File: config.mk
export PLATFORM = sky130hd
export DESIGN_NAME = scancode_set1_to_ascii_fifo_top
export DESIGN_NICKNAME = d
export VERILOG_FILES = /design/src/hdl/sc1a_pkg.sv /design/src/hdl/sc1a_xlate.sv /design/src/hdl/sc1a_ring.sv /design/src/hdl/sc1a_outbuf.sv /design/src/hdl/scancode_set1_to_ascii_fifo_top.sv
export SDC_FILE = /design/constraint.sdc
export NUM_CORES = 2
export LEC_CHECK = 0
export BUFFER_PORTS_ARGS = -buffer_cell sky130_fd_sc_hd__buf_2
export CAP_MARGIN = 20
export CORE_MARGIN = 2
export CORE_UTILIZATION = 45
export DETAILED_ROUTE_END_ITERATION = 12
export PLACE_DENSITY = 0.58
export SYNTH_ARGS = -nofsm -noshare
export SYNTH_HDL_FRONTEND = slang
export SYNTH_HIERARCHICAL = 1
export SYNTH_SLANG_ARGS = --single-unit
File: constraint.sdc
create_clock -name clk -period 33.5 [get_ports clk]
set_input_delay 3.35 -clock clk [delete_from_list [all_inputs] [get_ports clk]]
set_output_delay 3.35 -clock clk [all_outputs]
set_load 0.01 [all_outputs]
File: src/hdl/sc1a_pkg.sv
// Shared types, constants and the Set 1 keymap for the scancode-to-ASCII block.
package sc1a_pkg;

  localparam int unsigned DEPTH_DFLT = 256;

  localparam logic [7:0] PFX_E0    = 8'hE0;
  localparam logic [7:0] PFX_E1    = 8'hE1;
  localparam int unsigned BREAK_BIT = 7;

  localparam logic REQ_SCAN = 1'b0;
  localparam logic REQ_READ = 1'b1;

  localparam logic [6:0] CH_NONE = 7'h00;
  localparam logic [6:0] CH_ESC  = 7'h1B;
  localparam logic [6:0] CH_BS   = 7'h08;
  localparam logic [6:0] CH_TAB  = 7'h09;
  localparam logic [6:0] CH_LF   = 7'h0A;

  // Translation of one scancode word
  typedef struct packed {
    logic       push;
    logic [6:0] ch;
  } sc1a_key_t;

  // Per-word status carried with a result
  typedef struct packed {
    logic char_valid;
    logic data_avail;
    logic dropped;
  } sc1a_stat_t;

  // Output buffer steering, shared with the character RAM read registers
  typedef struct packed {
    logic load_out;
    logic load_skid;
    logic skid_to_out;
  } sc1a_buf_ctl_t;

  // US lowercase keymap for make codes 0x00..0x7F
  function automatic logic [6:0] keymap(input logic [6:0] code);
    logic [6:0] ch;
    case (code)
      7'h01: ch = CH_ESC;
      7'h02: ch = 7'h31;
      7'h03: ch = 7'h32;
      7'h04: ch = 7'h33;
      7'h05: ch = 7'h34;
      7'h06: ch = 7'h35;
      7'h07: ch = 7'h36;
      7'h08: ch = 7'h37;
      7'h09: ch = 7'h38;
      7'h0A: ch = 7'h39;
      7'h0B: ch = 7'h30;
      7'h0C: ch = 7'h2D;
      7'h0D: ch = 7'h3D;
      7'h0E: ch = CH_BS;
      7'h0F: ch = CH_TAB;
      7'h10: ch = 7'h71;
      7'h11: ch = 7'h77;
      7'h12: ch = 7'h65;
      7'h13: ch = 7'h72;
      7'h14: ch = 7'h74;
      7'h15: ch = 7'h79;
      7'h16: ch = 7'h75;
      7'h17: ch = 7'h69;
      7'h18: ch = 7'h6F;
      7'h19: ch = 7'h70;
      7'h1A: ch = 7'h5B;
      7'h1B: ch = 7'h5D;
      7'h1C: ch = CH_LF;
      7'h1E: ch = 7'h61;
      7'h1F: ch = 7'h73;
      7'h20: ch = 7'h64;
      7'h21: ch = 7'h66;
      7'h22: ch = 7'h67;
      7'h23: ch = 7'h68;
      7'h24: ch = 7'h6A;
      7'h25: ch = 7'h6B;
      7'h26: ch = 7'h6C;
      7'h27: ch = 7'h3B;
      7'h28: ch = 7'h27;
      7'h29: ch = 7'h60;
      7'h2B: ch = 7'h5C;
      7'h2C: ch = 7'h7A;
      7'h2D: ch = 7'h78;
      7'h2E: ch = 7'h63;
      7'h2F: ch = 7'h76;
      7'h30: ch = 7'h62;
      7'h31: ch = 7'h6E;
      7'h32: ch = 7'h6D;
      7'h33: ch = 7'h2C;
      7'h34: ch = 7'h2E;
      7'h35: ch = 7'h2F;
      7'h37: ch = 7'h2A;
      7'h39: ch = 7'h20;
      // keypad
      7'h47: ch = 7'h37;
      7'h48: ch = 7'h38;
      7'h49: ch = 7'h39;
      7'h4A: ch = 7'h2D;
      7'h4B: ch = 7'h34;
      7'h4C: ch = 7'h35;
      7'h4D: ch = 7'h36;
      7'h4E: ch = 7'h2B;
      7'h4F: ch = 7'h31;
      7'h50: ch = 7'h32;
      7'h51: ch = 7'h33;
      7'h52: ch = 7'h30;
      7'h53: ch = 7'h2E;
      default: ch = CH_NONE;
    endcase
    return ch;
  endfunction

endpackage

File: src/hdl/sc1a_xlate.sv
// Prefix tracking and keymap translation of scancode words.
module sc1a_xlate (
  input  logic                 clk,
  input  logic                 rst_n,
  input  logic                 acc,
  input  logic                 req_type,
  input  logic [7:0]           scan_byte,
  output sc1a_pkg::sc1a_key_t  key
);

  logic prefix_r;
  logic prefix_nxt;
  logic is_pfx;
  logic [6:0] ch;

  assign is_pfx = (scan_byte == sc1a_pkg::PFX_E0) || (scan_byte == sc1a_pkg::PFX_E1);
  assign ch     = sc1a_pkg::keymap(scan_byte[6:0]);

  always_comb begin
    prefix_nxt = prefix_r;
    key.push   = 1'b0;
    key.ch     = ch;
    if (req_type == sc1a_pkg::REQ_SCAN) begin
      if (is_pfx) begin
        prefix_nxt = 1'b1;
      end else if (prefix_r) begin
        // byte following a prefix is swallowed
        prefix_nxt = 1'b0;
      end else if (!scan_byte[sc1a_pkg::BREAK_BIT]) begin
        key.push = (ch != sc1a_pkg::CH_NONE);
      end
    end
  end

  always_ff @(posedge clk) begin
    if (!rst_n) begin
      prefix_r <= 1'b0;
    end else if (acc) begin
      prefix_r <= prefix_nxt;
    end
  end

endmodule

File: src/hdl/sc1a_ring.sv
// Character ring buffer: pointers, storage RAM and registered read data.
module sc1a_ring #(
  parameter int unsigned DEPTH = sc1a_pkg::DEPTH_DFLT
) (
  input  logic                    clk,
  input  logic                    rst_n,
  input  logic                    acc,
  input  logic                    req_type,
  input  sc1a_pkg::sc1a_key_t     key,
  input  sc1a_pkg::sc1a_buf_ctl_t ctl,
  output sc1a_pkg::sc1a_stat_t    stat,
  output logic [6:0]              out_code
);

  localparam int unsigned PTR_W = $clog2(DEPTH);
  localparam logic [PTR_W-1:0] PTR_LAST = PTR_W'(DEPTH - 1);

  logic [6:0] mem [DEPTH];

  logic [PTR_W-1:0] wr_ptr_r, wr_ptr_nxt;
  logic [PTR_W-1:0] rd_ptr_r, rd_ptr_nxt;
  logic [PTR_W-1:0] wr_inc, rd_inc;
  logic             not_empty, full, pop, push;
  logic [6:0]       out_code_r, skid_code_r;

  assign wr_inc    = (wr_ptr_r == PTR_LAST) ? '0 : wr_ptr_r + 1'b1;
  assign rd_inc    = (rd_ptr_r == PTR_LAST) ? '0 : rd_ptr_r + 1'b1;
  assign not_empty = (wr_ptr_r != rd_ptr_r);
  assign full      = (wr_inc == rd_ptr_r);

  assign pop  = (req_type == sc1a_pkg::REQ_READ) && not_empty;
  assign push = (req_type == sc1a_pkg::REQ_SCAN) && key.push && !full;

  assign wr_ptr_nxt = push ? wr_inc : wr_ptr_r;
  assign rd_ptr_nxt = pop  ? rd_inc : rd_ptr_r;

  assign stat.char_valid = pop;
  assign stat.data_avail = (wr_ptr_nxt != rd_ptr_nxt);
  assign stat.dropped    = (req_type == sc1a_pkg::REQ_SCAN) && key.push && full;

  always_ff @(posedge clk) begin
    if (!rst_n) begin
      wr_ptr_r <= '0;
      rd_ptr_r <= '0;
    end else if (acc) begin
      wr_ptr_r <= wr_ptr_nxt;
      rd_ptr_r <= rd_ptr_nxt;
    end
  end

  always_ff @(posedge clk) begin
    if (acc && push) begin
      mem[wr_ptr_r] <= key.ch;
    end
  end

  // Read data lands in the register of whichever buffer slot takes the word;
  // a pop only reaches slots written at an earlier edge.
  always_ff @(posedge clk) begin
    if (ctl.load_out) begin
      out_code_r <= mem[rd_ptr_r];
    end else if (ctl.skid_to_out) begin
      out_code_r <= skid_code_r;
    end
    if (ctl.load_skid) begin
      skid_code_r <= mem[rd_ptr_r];
    end
  end

  assign out_code = out_code_r;

endmodule

File: src/hdl/sc1a_outbuf.sv
// Output register with skid slot for the result stream.
module sc1a_outbuf (
  input  logic                    clk,
  input  logic                    rst_n,
  input  logic                    in_tvalid,
  input  logic                    out_tready,
  input  sc1a_pkg::sc1a_stat_t    stat,
  output logic                    acc,
  output logic                    in_ready,
  output logic                    out_valid,
  output sc1a_pkg::sc1a_stat_t    out_stat,
  output sc1a_pkg::sc1a_buf_ctl_t ctl
);

  logic                 out_valid_r, out_valid_nxt;
  logic                 skid_valid_r, skid_valid_nxt;
  sc1a_pkg::sc1a_stat_t out_stat_r, skid_stat_r;
  logic                 drain;

  assign in_ready = !skid_valid_r;
  assign acc      = in_tvalid && in_ready;
  assign drain    = out_valid_r && out_tready;

  always_comb begin
    ctl            = '0;
    out_valid_nxt  = out_valid_r;
    skid_valid_nxt = skid_valid_r;
    if (skid_valid_r) begin
      if (drain) begin
        ctl.skid_to_out = 1'b1;
        skid_valid_nxt  = 1'b0;
      end
    end else if (acc) begin
      if (!out_valid_r || drain) begin
        ctl.load_out  = 1'b1;
        out_valid_nxt = 1'b1;
      end else begin
        ctl.load_skid  = 1'b1;
        skid_valid_nxt = 1'b1;
      end
    end else if (drain) begin
      out_valid_nxt = 1'b0;
    end
  end

  always_ff @(posedge clk) begin
    if (!rst_n) begin
      out_valid_r  <= 1'b0;
      skid_valid_r <= 1'b0;
    end else begin
      out_valid_r  <= out_valid_nxt;
      skid_valid_r <= skid_valid_nxt;
    end
  end

  always_ff @(posedge clk) begin
    if (ctl.load_out) begin
      out_stat_r <= stat;
    end else if (ctl.skid_to_out) begin
      out_stat_r <= skid_stat_r;
    end
    if (ctl.load_skid) begin
      skid_stat_r <= stat;
    end
  end

  assign out_valid = out_valid_r;
  assign out_stat  = out_stat_r;

endmodule

File: src/hdl/scancode_set1_to_ascii_fifo_top.sv
// Top level: Set 1 scancode translator feeding a character ring buffer.
// Each result is registered in the output register, or the skid slot while that stalls.
// Throughput: one word per cycle; a two-slot output buffer (register plus skid)
//   keeps in_tready high unless two results are waiting downstream.
// Reset: pointers, prefix flag and buffer valid flags clear; the character RAM
//   is not cleared, since only written slots are ever read.
module scancode_set1_to_ascii_fifo_top #(
  parameter int unsigned DEPTH = sc1a_pkg::DEPTH_DFLT
) (
  input  logic        clk,
  input  logic        rst_n,
  input  logic        in_tvalid,
  output logic        in_tready,
  input  logic [7:0]  in_tdata,   // [7:0] scan_byte
  input  logic [0:0]  in_tuser,   // [0] req_type
  output logic        out_tvalid,
  input  logic        out_tready,
  output logic [15:0] out_tdata,  // [6:0] char_code, [7] data_avail, [8] dropped, rest 0
  output logic [0:0]  out_tuser   // [0] char_valid
);

  logic                    acc;
  sc1a_pkg::sc1a_key_t     key;
  sc1a_pkg::sc1a_stat_t    stat;
  sc1a_pkg::sc1a_stat_t    out_stat;
  sc1a_pkg::sc1a_buf_ctl_t ctl;
  logic [6:0]              out_code;

  sc1a_xlate u_xlate (
    .clk       (clk),
    .rst_n     (rst_n),
    .acc       (acc),
    .req_type  (in_tuser[0]),
    .scan_byte (in_tdata),
    .key       (key)
  );

  sc1a_ring #(
    .DEPTH (DEPTH)
  ) u_ring (
    .clk      (clk),
    .rst_n    (rst_n),
    .acc      (acc),
    .req_type (in_tuser[0]),
    .key      (key),
    .ctl      (ctl),
    .stat     (stat),
    .out_code (out_code)
  );

  sc1a_outbuf u_outbuf (
    .clk        (clk),
    .rst_n      (rst_n),
    .in_tvalid  (in_tvalid),
    .out_tready (out_tready),
    .stat       (stat),
    .acc        (acc),
    .in_ready   (in_tready),
    .out_valid  (out_tvalid),
    .out_stat   (out_stat),
    .ctl        (ctl)
  );

  // code register holds stale RAM data on non-pop words
  assign out_tdata = {7'b0, out_stat.dropped, out_stat.data_avail,
                      out_code & {7{out_stat.char_valid}}};
  assign out_tuser = out_stat.char_valid;

endmodule

# Word level (Yosys, flattened, before mapping)
# Memories as Yosys holds them, arrays and structs flattened. A register that Yosys moved wholly into a read port is not among the register bits.
# Index checks and enable logic that the tools add are counted.
# W data, S select, Z words.
[totals]
in_bits = 13
ff_bits = 39
out_inout_bits = 19
rom_bits = 896
mem_count = 2
mem_bits_rw = 1792
[memory_table]
columns = ["memory", "depth", "width", "rd", "rd_clocked_by_memory_dff", "write_ports", "line", "rtl"]
rows = [
  ["u_ring.mem", 256, 7, 1, 1, 1, "sc1a_ring.sv:18", "logic [6:0] mem [DEPTH];"],
  ["(no name shown)", 128, 7, 1, 0, 0, "sc1a_pkg.sv:42", "case (code)"],
]
[op_classes]
mux = 29
eq_ne = 8
add_sub_neg = 2
bitwise_logic = 3
reduce_logical = 17
[ops]
columns = ["op", "count"]
rows = [
  ["$mux W8", 6],
  ["$eq A8 B8 Y1 const B", 4],
  ["$mux W1", 17],
  ["$add A8 B1 Y8 const B", 2],
  ["$ne A8 B8 Y1", 2],
  ["$mux W7", 2],
  ["$eq A8 B8 Y1", 1],
  ["$and A7 B7 Y7", 1],
  ["$logic_and A1 B1 Y1", 7],
  ["$reduce_bool A7 Y1", 1],
  ["$mux W3", 2],
  ["$mux W2", 2],
  ["$reduce_bool A2 Y1", 2],
  ["$logic_not A1 Y1", 3],
  ["$reduce_and A3 Y1", 1],
  ["$logic_or A1 B1 Y1", 2],
  ["$ne A2 B1 Y1 const B", 1],
  ["$not A1 Y1", 2],
  ["$reduce_and A2 Y1", 1],
]

# Longest topological paths before layout
# An unclocked memory read counts as a cell.
[logic_depth]
ltp_word = 11
depth_mapped = 16
depth_no_buf = 14

# Modules after synthesis
# Netlist, hierarchy kept.
[modules_own_cells]
columns = ["mod", "area_each_um2", "instances", "seq_area_each_um2", "cells_each"]
rows = [
  ["sc1a_ring", 71464.8, 1, 54712.5, 3199],
  ["sc1a_xlate", 1141.1, 1, 20.0, 160],
  ["sc1a_outbuf", 365.4, 1, 220.2, 27],
  ["scancode_set1_to_ascii_fifo_top", 100.1, 1, 0.0, 15],
]

# Least setup slack after synthesis
# OpenSTA, ideal clock, no wires.
[synth_timing]
kind = "input to register"
startpoint = "input in_tdata[1]"
endpoint = "memory u_ring.mem[101][0], enable pin"
t_arrival_ns = 16.852
slack_ns = 16.288
stages = 14
required_time_ns = 33.140
n_path_buf = 3
path_cell_list = "inv_1 ha_1 nand2b_1 nand2_1 o311ai_1 nor4_1 a2111oi_2 nand2b_1 clkbuf_1 a211oi_2 buf_2 nand3_1 buf_2 nor2_1"
[synth_lines]
columns = ["element", "line", "rtl"]
rows = [
  ["from (decl)", "scancode_set1_to_ascii_fifo_top.sv:14", "input logic [7:0] in_tdata,"],
  ["to (decl)", "sc1a_ring.sv:18", ""],
]

==> flow_metrics.tcl <==
set metrics [dict create \
    cts_setup_buffers 0 \
    stdcell_area_um2 81410 \
    placementRows 147 \
    fin_crit_ns 8.902 \
    ys_seq_elements 1839 \
    die_h_um 407.0 \
    grt-ovfl-total 0 \
    path_max_fanout 66 \
    wire_per_inst_um 31.58 \
    peakVddDrop_mv 0.03831 \
    outcome "completed" \
    area_growth_syn_to_layout_pct 11.41 \
    fin_tns_setup_ns 0 \
    drv_cap 0 \
    critPathKind "in2reg" \
    netlist_area_um2 73070 \
    synth_area_leaders "edfxtp_1, mux4_2, nor2_1" \
    drt_iter0_drc 4731 \
    io_pins 32 \
    cts_inserted_buffers 183 \
    power.density_nw_per_um2 60.40 \
    grt_usage_pct 22.30 \
    critPathTopFamily "buffers and inverters" \
    cts_hold_buf 0 \
    cp_num_buf_inv 5 \
    yosysTopAreaCell "edfxtp_1" \
    drive_gt1_share_pct 26.67 \
    globalplace.congestion 0.8430 \
    clkSlewWorstSetupHoldPaths_ns 0.06 \
    grt_pass1_wl_mm 263.6 \
    place_area_um2 75490 \
    initial_core_util_pct 45.40 \
    critPathRequiredTime_ns 33.93 \
    crit_path_end_kind "flop" \
    rsz0062_at_grt "no" \
    finalMaxSlewViolations 0 \
    yosysSeqAreaShare_pct 75.20 \
    p_leak_nw 22.57 \
    postCtsResizedCells 0 \
    fin_nets 3485 \
    postRouteAntennaNets 0 \
    cp_slowest_cell "nand4_1" \
    path_cells "buf_2, inv_1, ha_1, xnor2_1, o221ai_1, nand4b_1, o311ai_4, buf_4, nor4_1, a2111oi_2, nand2b_1, a211oi_4, buf_4, nand4_1, buf_4, nor2_1" \
    path_depth 16 \
    synth_warnings 6 \
    async_flop_share_pct 0 \
    cts_root_buffer "clkbuf_16" \
    route.detailed.drc 0 \
    hpwlAfterDp_mm 106.8 \
    yosysMostFrequentCell "edfxtp_1" \
    fp.coreArea_um2 160900 \
    worstHoldPathCells 2 \
    ys_top_cells_by_count "edfxtp_1, mux4_2, nor2_1, clkbuf_1, buf_2" \
    finalSetupViolations 0 \
    via_per_inst 6.153 \
    synth.avg_cell_area_um2 21.49 \
    clock_latency_ns 0.81 \
    clock_tree.buffer_depth 3 \
    tightest_slew_ns 1.158 \
    die_w_um 407.0 \
    dp_slack_ns 23.78 \
    cts_sinks 1839 \
    synthFlopType "edfxtp_1" \
    timing.final.ws_setup_ns 24.60 \
    portBuffers 24 \
    relSlewSlack_pct 22.81 \
    cp.arrival_ns 9.33 \
    grt_pass1_vias 35490 \
    yosysUniqueCellTypes 83 \
    grt_max_degree 153 \
    vias 35460 \
    wirelength_mm 182.0 \
    critPathMaxStageDelay_ns 0.84 \
    period_share_pct 26.57 \
    cts_max_level 4 \
    drt_pass1_iterations 6 \
    startpoint_type "input port" \
    grt_antenna_before_repair 10 \
    rr_worst_depth 9 \
    hp-class "reg2reg" \
    fin_worst_skew_ns 0.02655 \
    crit_path_frequent_cell "buf_4" \
    hold_viol_final 0 \
    cts_tree "built" \
    synth_top_area_share_pct 74.46 \
    dieArea_um2 165600 \
    synth_edf_count 1812 \
    fmax_mhz 112.3 \
    synthCells 3401 \
]
final timing paths:
| path | start | endpoint | slack [ns] |
|---|---|---|---|
| max | in_tdata[1] | u_ring/mem[124][4]$_DFFE_PP_ | 24.60 |
| min | u_xlate/prefix_r$_SDFFE_PN0P_ | u_xlate/prefix_r$_SDFFE_PN0P_ | 0.53 |
| max reg2reg | flop | u_ring/out_code[3]$_DFFE_PP_ | 27.23 |
| min reg2reg | u_xlate/prefix_r$_SDFFE_PN0P_ | u_xlate/prefix_r$_SDFFE_PN0P_ | 0.53 |
cell usage in the layout (no fill, tap or decap), types with 17 or more instances in the layout:
master / count
clkbuf_1: 34
buf_4: 49
ha_1: 17
mux4_2: 560
clkinv_2: 35
clkinv_1: 40
a21oi_1: 52
edfxtp_1: 1812
bufinv_16: 17
nor2_1: 309
clkbuf_16: 188
a22oi_1: 58
dfxtp_1: 23
buf_2: 24
nand2_1: 45
o21ai_0: 22
final cells by class:
cell class / instances / area, um2
Clock buffer: 222 / 4832
Fill cell: 12540 / 79530
Clock inverter: 108 / 1005
Antenna cell: 2 / 5.005
Tap cell: 2160 / 2703
Multi-Input combinational cell: 1329 / 17140
Inverter: 20 / 77.57
Timing Repair Buffer: 82 / 683.2
Sequential cell: 1839 / 54970
metrics by stage:
step                      hold slack, ns  std cells  utilization (%)  power [mW]
after floorplan                   0.4680       3407                -       2.865
after global placement            0.5071       5427            46.91       2.966
after detailed placement          0.5217       5427            46.91       2.970
after CTS                         0.5408       5757            50.54       4.962
after global routing              0.5669       5761            50.58       5.066
final                             0.5251       5762            50.59       4.917
registers in the layout, summed over array words and instances (netlist names), named ones only:
register,cells
u_outbuf/skid_stat_r,3
u_ring/out_code,7
u_ring/mem,1792
u_outbuf/out_valid,1
u_xlate/prefix_r,1
u_ring/rd_ptr_r,8
u_outbuf/skid_valid_r,1
u_ring/wr_ptr_r,8
u_ring/skid_code_r,7
u_outbuf/out_stat,3
worst min-delay path, delay by kind of cell, from the launching register on:
| kind | cells | cell delay (ns) |
|---|---|---|
| flops | 1 | 0.33 |
| compound gates | 2 | 0.14 |
power by group:
part | switching [mW] | internal, mW | total (mW)
clock | 0.844 | 1.15 | 2.00
combinational | 0.214 | 0.126 | 0.340
sequential | 0.0116 | 2.57 | 2.58
total | 1.07 | 3.85 | 4.92
routing by layer:
metal | up-vias | share of wire (%) | global-route usage (%)
li1 | 14360 | - | -
met1 | 19160 | 42 | 32.75
met2 | 1683 | 48 | 34.67
met3 | 260 | 8.2 | 4.046
met4 | 0 | 2.4 | 5.945
met5 | - | 0 | 0
logic make-up after synthesis:
| kind of cell | after synthesis | synth area share (%) |
|---|---|---|
| fa+ha+maj | 17 | 0.2911 |
| flops | 1839 | 75.20 |
| mux | 582 | 17.60 |
| simple gates | 490 | 3.026 |
| compound gates | 210 | 2.019 |
| buf+inv | 239 | 1.582 |
| other cells | 1 | 0.005132 |
| xor+xnor | 23 | 0.2757 |
Power figures use the tool's default switching activity.
